$ cat src/rtl/core/bmsi_pkg.sv
// Package for the bank mapper with scanline IRQ.
// Holds the command codes, the register decode values and the mapper constants.
// No dependencies.
`default_nettype none

package bmsi_pkg;

  // Command codes carried by each input item.
  localparam logic [2:0] CmdRegWrite = 3'd0;
  localparam logic [2:0] CmdPrgXlate = 3'd1;
  localparam logic [2:0] CmdChrXlate = 3'd2;
  localparam logic [2:0] CmdNtXlate  = 3'd3;
  localparam logic [2:0] CmdPpuTick  = 3'd4;

  // CPU register decode, taken from address & RegDecodeMask.
  localparam logic [15:0] RegDecodeMask = 16'hE003;
  localparam logic [15:0] RegPrg0       = 16'h8000;
  localparam logic [15:0] RegPrg1       = 16'h8001;
  localparam logic [15:0] RegChr2k0     = 16'h8002;
  localparam logic [15:0] RegChr2k1     = 16'h8003;
  localparam logic [15:0] RegChr1k0     = 16'hA000;
  localparam logic [15:0] RegChr1k1     = 16'hA001;
  localparam logic [15:0] RegChr1k2     = 16'hA002;
  localparam logic [15:0] RegChr1k3     = 16'hA003;
  localparam logic [15:0] RegIrqLatch   = 16'hC000;
  localparam logic [15:0] RegIrqReload  = 16'hC001;
  localparam logic [15:0] RegIrqEnable  = 16'hC002;
  localparam logic [15:0] RegIrqDisable = 16'hC003;
  localparam logic [15:0] RegMirror     = 16'hE000;

  // Configuration register indexes.
  localparam logic CfgChipRevision = 1'b0;
  localparam logic CfgSepMirror    = 1'b1;

  // Fixed program banks for the upper two 8K windows.
  localparam logic [5:0] PrgFixedLow  = 6'h3E;
  localparam logic [5:0] PrgFixedHigh = 6'h3F;

  localparam logic [7:0] IrqCountTop  = 8'hFF;
  localparam logic [2:0] HoldoffTicks = 3'd6;

  localparam int unsigned MappedWidth = 19;
  localparam int unsigned ChrBanks    = 6;

endpackage

`default_nettype wire

$ cat src/rtl/core/bank_mapper_with_scanline_irq.sv
// Top level of the bank mapper with scanline IRQ: register decode, address
// translation and the A12 scanline counter. Depends on bmsi_pkg.
`default_nettype none

// Channel   Direction  Handshake                  Payload
// in        input      in_valid_i / in_ready_o    command_i, address_i, data_i
// out       output     out_valid_o / out_ready_i  mapped_address_o, irq_line_o
// apb       input      psel/penable/pwrite/pready paddr, pwdata, prdata
//
// Every item is decoded and applied in the cycle it is accepted; its result
// is registered as it is accepted, so one item per cycle is sustained unless stalled.
// The single output register is the only buffer: a new item is taken whenever
// the register is empty or its result is taken in the same cycle.
// A stall on the output side holds in_ready_o low until the result is taken.
// Reset clears all mapper state, the configuration and the output valid flag.

module bank_mapper_with_scanline_irq (
  input  wire logic        clk_i,
  input  wire logic        rst_ni,

  input  wire logic        in_valid_i,
  output logic             in_ready_o,
  input  wire logic [2:0]  command_i,
  input  wire logic [15:0] address_i,
  input  wire logic [7:0]  data_i,

  output logic             out_valid_o,
  input  wire logic        out_ready_i,
  output logic [18:0]      mapped_address_o,
  output logic             irq_line_o,

  input  wire logic        psel,
  input  wire logic        penable,
  input  wire logic        pwrite,
  input  wire logic [2:0]  paddr,
  input  wire logic [31:0] pwdata,
  output logic [31:0]      prdata,
  output logic             pready
);

  // Configuration registers.
  logic [1:0] chip_rev_q;
  logic       sep_mirror_q;

  // Mapper state.
  logic [5:0] prg_bank_q [2];
  logic [7:0] chr_bank_q [bmsi_pkg::ChrBanks];
  logic       mirror_q,  mirror_d;
  logic [7:0] reload_q,  reload_d;
  logic [7:0] count_q,   count_d;
  logic       armed_q,   armed_d;
  logic [2:0] holdoff_q, holdoff_d;
  logic       irq_q,     irq_d;
  logic       a12_q,     a12_d;

  logic       prg_we;
  logic       prg_sel;
  logic       chr_we;
  logic [2:0] chr_sel;

  logic [18:0] mapped_d;
  logic        accept;
  logic        cfg_we;
  logic        irq_capable;
  logic        mirror_e000;
  logic [15:0] reg_addr;
  logic [2:0]  hold_dec;
  logic        a12_fall;
  logic [7:0]  count_inc;
  logic [5:0]  prg_bank;
  logic [12:0] chr_addr;

  assign in_ready_o  = !out_valid_o || out_ready_i;
  assign accept      = in_valid_i && in_ready_o;
  assign pready      = 1'b1;
  assign cfg_we      = psel && penable && pwrite && pready;

  // Revision three is treated like revision two through bit 1 alone.
  assign irq_capable = (chip_rev_q != 2'd0);
  assign mirror_e000 = chip_rev_q[1] || sep_mirror_q;

  assign reg_addr  = address_i & bmsi_pkg::RegDecodeMask;
  assign hold_dec  = (holdoff_q != 3'd0) ? holdoff_q - 3'd1 : 3'd0;
  assign a12_fall  = a12_q && !address_i[12];
  assign count_inc = count_q + 8'd1;
  assign chr_addr  = address_i[12:0];

  always_comb begin
    prdata = 32'd0;
    unique case (paddr[2])
      bmsi_pkg::CfgChipRevision: prdata = {30'd0, chip_rev_q};
      bmsi_pkg::CfgSepMirror:    prdata = {31'd0, sep_mirror_q};
      default:                   prdata = 32'd0;
    endcase
  end

  // Register write decode and tick sequencing.
  always_comb begin
    mirror_d  = mirror_q;
    reload_d  = reload_q;
    count_d   = count_q;
    armed_d   = armed_q;
    holdoff_d = holdoff_q;
    irq_d     = irq_q;
    a12_d     = a12_q;
    prg_we    = 1'b0;
    prg_sel   = 1'b0;
    chr_we    = 1'b0;
    chr_sel   = 3'd0;
    if (accept && command_i == bmsi_pkg::CmdRegWrite) begin
      unique case (reg_addr)
        bmsi_pkg::RegPrg0: begin
          prg_we = 1'b1;
          if (!mirror_e000) begin
            mirror_d = data_i[6];
          end
        end
        bmsi_pkg::RegPrg1: begin
          prg_we  = 1'b1;
          prg_sel = 1'b1;
        end
        bmsi_pkg::RegChr2k0: begin chr_we = 1'b1; chr_sel = 3'd0; end
        bmsi_pkg::RegChr2k1: begin chr_we = 1'b1; chr_sel = 3'd1; end
        bmsi_pkg::RegChr1k0: begin chr_we = 1'b1; chr_sel = 3'd2; end
        bmsi_pkg::RegChr1k1: begin chr_we = 1'b1; chr_sel = 3'd3; end
        bmsi_pkg::RegChr1k2: begin chr_we = 1'b1; chr_sel = 3'd4; end
        bmsi_pkg::RegChr1k3: begin chr_we = 1'b1; chr_sel = 3'd5; end
        bmsi_pkg::RegIrqLatch: begin
          if (irq_capable) reload_d = data_i;
        end
        bmsi_pkg::RegIrqReload: begin
          if (irq_capable) count_d = bmsi_pkg::IrqCountTop;
        end
        bmsi_pkg::RegIrqEnable: begin
          if (irq_capable) armed_d = 1'b1;
        end
        bmsi_pkg::RegIrqDisable: begin
          if (irq_capable) begin
            armed_d = 1'b0;
            irq_d   = 1'b0;
          end
        end
        bmsi_pkg::RegMirror: begin
          if (mirror_e000) mirror_d = data_i[6];
        end
        default: ;
      endcase
    end else if (accept && command_i == bmsi_pkg::CmdPpuTick && irq_capable) begin
      holdoff_d = hold_dec;
      if (a12_fall) begin
        // The counter only moves once the holdoff from the last edge has run out.
        if (hold_dec == 3'd0) begin
          if (count_q == bmsi_pkg::IrqCountTop) begin
            count_d = reload_q;
          end else begin
            count_d = count_inc;
            if (count_inc == bmsi_pkg::IrqCountTop && armed_q) irq_d = 1'b1;
          end
        end
        holdoff_d = bmsi_pkg::HoldoffTicks;
      end
      a12_d = address_i[12];
    end
  end

  // Address translation from the state as it stands before the item.
  always_comb begin
    unique case (address_i[14:13])
      2'd0:    prg_bank = prg_bank_q[0];
      2'd1:    prg_bank = prg_bank_q[1];
      2'd2:    prg_bank = bmsi_pkg::PrgFixedLow;
      default: prg_bank = bmsi_pkg::PrgFixedHigh;
    endcase
  end

  always_comb begin
    mapped_d = '0;
    unique case (command_i)
      bmsi_pkg::CmdPrgXlate: mapped_d = {prg_bank, address_i[12:0]};
      bmsi_pkg::CmdChrXlate: begin
        if (!chr_addr[12]) begin
          mapped_d = {chr_bank_q[{2'd0, chr_addr[11]}], chr_addr[10:0]};
        end else begin
          mapped_d = {1'b0, chr_bank_q[3'd2 + {1'b0, chr_addr[11:10]}], chr_addr[9:0]};
        end
      end
      bmsi_pkg::CmdNtXlate: begin
        // Vertical mirroring keeps A10, horizontal moves A11 down to A10.
        mapped_d = {8'd0, mirror_q ? address_i[11] : address_i[10], address_i[9:0]};
      end
      default: mapped_d = '0;
    endcase
  end

  always_ff @(posedge clk_i or negedge rst_ni) begin
    if (!rst_ni) begin
      chip_rev_q   <= 2'd0;
      sep_mirror_q <= 1'b0;
    end else if (cfg_we) begin
      unique case (paddr[2])
        bmsi_pkg::CfgChipRevision: chip_rev_q   <= pwdata[1:0];
        bmsi_pkg::CfgSepMirror:    sep_mirror_q <= pwdata[0];
        default: ;
      endcase
    end
  end

  always_ff @(posedge clk_i or negedge rst_ni) begin
    if (!rst_ni) begin
      prg_bank_q[0] <= '0;
      prg_bank_q[1] <= '0;
      for (int i = 0; i < bmsi_pkg::ChrBanks; i++) begin
        chr_bank_q[i] <= '0;
      end
      mirror_q  <= 1'b0;
      reload_q  <= '0;
      count_q   <= '0;
      armed_q   <= 1'b0;
      holdoff_q <= '0;
      irq_q     <= 1'b0;
      a12_q     <= 1'b0;
    end else begin
      if (prg_we) prg_bank_q[prg_sel] <= data_i[5:0];
      if (chr_we) chr_bank_q[chr_sel] <= data_i;
      mirror_q  <= mirror_d;
      reload_q  <= reload_d;
      count_q   <= count_d;
      armed_q   <= armed_d;
      holdoff_q <= holdoff_d;
      irq_q     <= irq_d;
      a12_q     <= a12_d;
    end
  end

  // Output register.
  always_ff @(posedge clk_i or negedge rst_ni) begin
    if (!rst_ni) begin
      out_valid_o <= 1'b0;
    end else if (in_ready_o) begin
      out_valid_o <= in_valid_i;
    end
  end

  always_ff @(posedge clk_i) begin
    if (accept) begin
      mapped_address_o <= mapped_d;
      irq_line_o       <= irq_d;
    end
  end

  // The IRQ line only ever rises on a PPU tick.
  assert property (@(posedge clk_i) disable iff (!rst_ni)
    $rose(irq_q) |-> $past(accept && command_i == bmsi_pkg::CmdPpuTick))
    else $error("irq rose without a ppu tick");

  // The holdoff never exceeds its reload value.
  assert property (@(posedge clk_i) disable iff (!rst_ni)
    holdoff_q <= bmsi_pkg::HoldoffTicks)
    else $error("holdoff out of range");

  // A revision without IRQ support leaves the counter alone.
  assert property (@(posedge clk_i) disable iff (!rst_ni)
    (chip_rev_q == 2'd0) |=> $stable(count_q))
    else $error("irq counter moved on a non-irq revision");

  // A waiting result shows the current IRQ level.
  assert property (@(posedge clk_i) disable iff (!rst_ni)
    out_valid_o |-> (irq_line_o == irq_q))
    else $error("irq_line_o out of step with irq state");

endmodule

`default_nettype wire
$ cat config.mk
export PLATFORM = sky130hd
export DESIGN_NAME = bank_mapper_with_scanline_irq
export DESIGN_NICKNAME = d
export VERILOG_FILES = /design/src/rtl/core/bmsi_pkg.sv /design/src/rtl/core/bank_mapper_with_scanline_irq.sv
export SDC_FILE = /design/constraint.sdc
export NUM_CORES = 1
export LEC_CHECK = 0
export BUFFER_PORTS_ARGS = -buffer_cell sky130_fd_sc_hd__buf_2
export CAP_MARGIN = 10
export CORE_ASPECT_RATIO = 1.2
export CORE_MARGIN = 5
export CORE_UTILIZATION = 50
export CTS_BUF_LIST = sky130_fd_sc_hd__clkbuf_16
export CTS_CLUSTER_SIZE = 16
export DETAILED_ROUTE_END_ITERATION = 10
export HOLD_SLACK_MARGIN = 0.06
export PLACE_DENSITY_LB_ADDON = 0.08
export SLEW_MARGIN = 20
export SYNTH_ARGS = -nofsm -noshare
export SYNTH_HDL_FRONTEND = slang
export SYNTH_SLANG_ARGS = --single-unit
$ cat constraint.sdc
create_clock -name clk_i -period 1.95 [get_ports clk_i]
set_input_delay 0 -clock clk_i [delete_from_list [all_inputs] [get_ports clk_i]]
set_output_delay 0 -clock clk_i [all_outputs]
set_load 0.005 [all_outputs]
---- Word-level counts from Yosys, hierarchy flattened ----
Index checks and enable logic that the tools add are counted.
word-level totals
  bits in registers ....................... 107
  input bits .............................. 69
  word-level logic and storage cells ...... 143
operators by class
  add/subtract/negate cells ............... 3
  $lt $le $gt $ge ......................... 6
  equal/unequal tests ..................... 27
  mux-type cells .......................... 48
  bitwise operators ....................... 6
  reduce and logical (&&, ||, !) cells .... 33
operators by type and width
  cell                                                                   count
  8-bit 2-to-1 mux                                                       12
  5-bit equality test, second input constant                             13
  32-bit one-hot mux with 2 select lines                                 1
  19-bit one-hot mux with 3 select lines                                 1
  8-bit binary-select mux with 3-bit select                              2
  48-bit bitwise mux                                                     1
  8-bit demux with 3-bit select                                          1
  1-bit 2-to-1 mux                                                       19
  19-bit 2-to-1 mux                                                      1
  6-bit one-hot mux with 3 select lines                                  1
  8-bit equality test, second input constant                             2
  3-bit one-hot mux with 5 select lines                                  1
  12-bit bitwise mux                                                     1
  4-bit greater-or-equal comparator, second input constant               3
  2-bit nonzero test                                                     6
  1-bit logical AND                                                      10
  2-bit inequality test, second input constant                           5
  3-bit 2-to-1 mux                                                       3
  8-bit by 1-bit adder with 8-bit output, second input constant          1
  3-bit NOT with 4-bit output                                            2
  4-bit AND reduction                                                    2
  6-bit demux with 1-bit select                                          1
  3-bit by 2-bit equality test with 1-bit output, second input constant  2
  3-bit zero test                                                        2
  24 further kinds                                                       30

---- Logic depth before layout (Yosys ltp) ----
  word-level depth ........................ 11
  gate-level depth with buffers ........... 7
  depth with buffers taken out ............ 7

---- Worst setup path before layout ----
No wires, ideal clock.
  path kind ............................... register -> register
  start point ............................. register count_q[1]
  end point ............................... register irq_line_o, data pin
  library setup time ...................... 0.187 ns
  arrival time ............................ 1.611 ns
  data required time ...................... 1.763 ns
  path slack .............................. 0.153 ns
  cell stages (with the launch flop) ...... 7
  cell sequence ........................... dfrtp_1 -> ha_1 -> clkbuf_1 -> mux2_2 -> a21oi_1 -> or2_2 -> o31ai_1
on the way
  longest elaborated chain between the ends .. 9
RTL lines
  element                                 line                                  RTL
  start, declared                         bank_mapper_with_scanline_irq.sv:50   logic [7:0] count_q, count_d;
  start signal, assigned                  bank_mapper_with_scanline_irq.sv:227  count_q <= count_d;
  8-bit by 1-bit adder with 8-bit output  bank_mapper_with_scanline_irq.sv:85   assign count_inc = count_q + 8'd1;
  8-bit equality test                     bank_mapper_with_scanline_irq.sv:157  if (count_inc == bmsi_pkg::IrqCountTop && armed_q) irq_d = 1'b1;
  1-bit logical AND                       bank_mapper_with_scanline_irq.sv:157
  1-bit 2-to-1 mux                        bank_mapper_with_scanline_irq.sv:157
  1-bit 2-to-1 mux (*)                    bank_mapper_with_scanline_irq.sv:153  if (count_q == bmsi_pkg::IrqCountTop) begin
  1-bit 2-to-1 mux (*)                    bank_mapper_with_scanline_irq.sv:152  if (hold_dec == 3'd0) begin
  1-bit 2-to-1 mux (*)                    bank_mapper_with_scanline_irq.sv:150  if (a12_fall) begin
  1-bit 2-to-1 mux (*)                    bank_mapper_with_scanline_irq.sv:148  end else if (accept && command_i == bmsi_pkg::CmdPpuTick && irq_capable) begin
  1-bit 2-to-1 mux (*)                    bank_mapper_with_scanline_irq.sv:110  if (accept && command_i == bmsi_pkg::CmdRegWrite) begin
  net irq_d                               bank_mapper_with_scanline_irq.sv:53   logic irq_q, irq_d;
  end signal, assigned                    bank_mapper_with_scanline_irq.sv:247  irq_line_o <= irq_d;
  end, declared                           bank_mapper_with_scanline_irq.sv:30   output logic irq_line_o,
Mark *: on every way through the listed nets, which the timed path passes. The rest lies on a longest branch.
A chain may end at the register's enable or synchronous reset.

---- Worst setup path after layout ----
  start point ............................. register holdoff_q[0]
  end point ............................... register count_q[5]
on the way
  longest elaborated chain between the ends .. 5
RTL lines
  element                                                                                   line                                  RTL
  start, declared                                                                           bank_mapper_with_scanline_irq.sv:52   logic [2:0] holdoff_q, holdoff_d;
  start signal, assigned                                                                    bank_mapper_with_scanline_irq.sv:229  holdoff_q <= holdoff_d;
  3-bit by 1-bit subtractor with 3-bit output / 3-bit nonzero test (equally long branches)  bank_mapper_with_scanline_irq.sv:83   assign hold_dec = (holdoff_q != 3'd0) ? holdoff_q - 3'd1 : 3'd0;
  3-bit 2-to-1 mux (*)                                                                      bank_mapper_with_scanline_irq.sv:83
  3-bit zero test (*)                                                                       bank_mapper_with_scanline_irq.sv:152
  2-bit nonzero test (no line) (*)                                                          n/a
  5-bit AND reduction (no line) (*)                                                         n/a
Mark *: on every way between the ends. The rest lies on a longest branch, timed or not.

==> reports/metrics.yaml <==
status: "completed"
hp-class: "input pin to register"
final_cell_area_um2: 6410
cts_sinks: 107
fillers: 852
antenna_found_initial: 0
ys_seq_elements: 107
grt_pass1_vias: 3707
grt.total_usage_pct: 19.8
start_util_pct: 50.9
path_clk_slew_ns: 0.07
layout_commonest_cell: "dfrtp_1"
grt_start_max_net_pins: 39
critPathKind: "register to register"
yosysWarnings: 0
cts.path.max_buffers: 2
io_pins: 124
drv_cap: 0
viasPerCell: 5.49
top_layer: "met4"
area_delta_synth_final_pct: 19.8
slew_viol_final: 0
cts_root_buf: "clkbuf_16"
grt_pass1_wl_um: 19900
yosysSeqAreaShare_pct: 51.9
synth_compound_area_share_pct: 7.58
dr_wl_met3_um: 680
path_max_fanout: 3
dp_hpwl_um: 8790
worstPathRequired_ns: 2.19
drt-initial-drc-count: 132
layout_common_cells: "dfrtp_1 (87), mux2_2 (76), buf_2 (59), conb_1 (31), buf_4 (25)"
numPortBuffers: 60
die_area_um2: 12900
die_y_um: 123
vias: 3655
detailed_place.area_um2: 5790
layout_worst_path_cycle_share_pct: 96.7
insertion_delay_ns: 0.35
syn_area_um2: 5350
dr_wl_met2_um: 6240
critPathLaunchType: "register"
synth_top_family_by_area: "multiplexers"
met1_length_um: 5120
worst_pin_slew_ns: 0.529
irDropWorstVdd_mv: 0.462
hold_viol: 0
gp_congestion: 0.871
antenna_left: 0
min_period_ns: 1.89
max_clock_freq_mhz: 530
drcViolationCount: 0
synth_top_area_share_pct: 40.7
synth_area_leaders: "dfrtp_1 (41%), mux2_2 (16%), edfxtp_1 (11%)"
drt-total-wl_um: 12400
netlist_instances: 430
die_x_um: 104
grt-ovfl-total: 0
synth.distinct_cells: 51
avgSynthCellArea_um2: 12.4
async_flop_share_pct: 81.3
wl_per_cell_um: 18.6
synthAdderAreaFrac_pct: 0.935
fin_worst_skew_ns: 0.00731
synthMuxAreaShare_pct: 21.2
drive_gt1_share_pct: 38.4
power_per_cell_area_nw_per_um2: 811
ys.flop_type: "dfrtp_1"
htreeDepth: 3
yosys.area.top_type: "dfrtp_1"
relSlewSlack_pct: 64.7
p_leak_nw: 3.02
cts_buffers: 9
finalNetCount: 605
synth_edf_count: 20
setup_violations: 0
synthSimpleGateAreaFrac_pct: 11.9
diodes: 0
synthXorXnorAreaFrac_pct: 0
rows: 41
placeableCoreArea_um2: 10500
cts_tree: "done"
power.total_mw: 5.20
firstDrtPassIters: 4
cp.arrival_ns: 2.12
crit_path_end_kind: "register"
[per-stage QoR]
stage / TNS (ns) / instances / setup slack, ns / util [%] / hold WS [ns]
6_report: 0 / 666 / 0.0643 / 61.0 / 0.0623
5_1_grt: -0.0363 / 666 / -0.0292 / 61.0 / 0.0716
4_1_cts: 0 / 662 / 0.00489 / 60.3 / 0.0647
3_5_place_dp: 0 / 623 / 0.0155 / 55.0 / 0.00248
3_3_place_gp: 0 / 623 / 0.0863 / 55.0 / -0.00657
2_1_floorplan: 0 / 459 / 0.153 / - / -0.296
[cells by family after synthesis]
kind of cell    after synthesis
buf+inv                      54
fa+ha+maj                     4
flops                       107
other cells                   2
compound gates               62
simple gates                106
mux                          95
[routing by layer]
| layer | global-route usage (%) | up-vias |
|---|---|---|
| met2 | 32.5 | 109 |
| met4 | 9.23 | 0 |
| met3 | 3.60 | 18 |
| met5 | 0 | - |
| li1 | - | 1714 |
| met1 | 25.5 | 1814 |
[report_power, final]
| group | switching [mW] | internal, mW | total [mW] |
|---|---|---|---|
| Combinational | 0.395 | 0.358 | 0.754 |
| Sequential | 0.0711 | 2.41 | 2.48 |
| Clock | 0.834 | 1.14 | 1.97 |
| Total | 1.30 | 3.90 | 5.20 |
[cell type report]
| class | count | area [µm²] | area share (%) |
|---|---|---|---|
| Tap cell | 129 | 161 | 2.52 |
| Inverter | 7 | 26.3 | 0.410 |
| Timing Repair Buffer | 109 | 744 | 11.6 |
| Clock inverter | 7 | 100 | 1.56 |
| Multi-Input combinational cell | 298 | 2380 | 37.1 |
| Clock buffer | 9 | 225 | 3.51 |
| Sequential cell | 107 | 2780 | 43.3 |
[sequential cells by signal, indices dropped and copies added (netlist names)]
register and flops:
count_q 8, reload_q 8, armed_q 1, chr_bank_q 48
holdoff_q 3, chip_rev_q 2, irq_q 1, prg_bank_q 12
irq_line_o 1, sep_mirror_q 1, out_valid_o 1, mirror_q 1
mapped_address_o 19, a12_q 1
[cell usage after synthesis, drive strengths merged (2+ instances only)]
master and count:
o31ai 3, mux2i 12, or3b 2, or2 3, o211ai 2, nand2b 3, edfxtp 20, a211oi 7
nor3b 2, nand2 21, o21a 3, nor2 22, nand3b 4, ha 4, inv 7, nand4 3
buf 38, clkbuf 9, and2 13, conb 2, a21oi 17, a41oi 4, o21ai 8, o32ai 2
nand3 7, a31oi 7, and3 5, mux4 7, nand4b 2, mux2 76, o22ai 6, dfrtp 87
nor3 6, nor2b 9, or3 2
[repair_timing]
action | CTS | global route
hold endpoints to repair | 127 | 0
resized for setup | 0 | 8
setup endpoints to repair | 0 | 10
setup buffers | 0 | 4
hold buffers | 23 | 0
[final timing paths]
path                       depth (start not counted)  slack, ns             end          from
max in group asynchronous                          3       1.19  chr_bank_q[40]        rst_ni
min in group asynchronous                          2       0.15      count_q[2]        rst_ni
max                                                7       0.06      count_q[5]  holdoff_q[0]
min                                                2       0.06  chr_bank_q[16]     data_i[0]
max reg2reg                                        7       0.06      count_q[5]  holdoff_q[0]
min reg2reg                                        1       0.50           a12_q         a12_q
[critical path, stage by stage, from the launching register on]
cell	delay [ns]
dfrtp_1	0.41
nor2_4	0.14
inv_1	0.05
ha_1	0.18
nand4b_1	0.29
buf_4	0.22
o311a_1	0.33
o21a_1	0.16
Note: power is estimated with default switching activity, not from simulation.
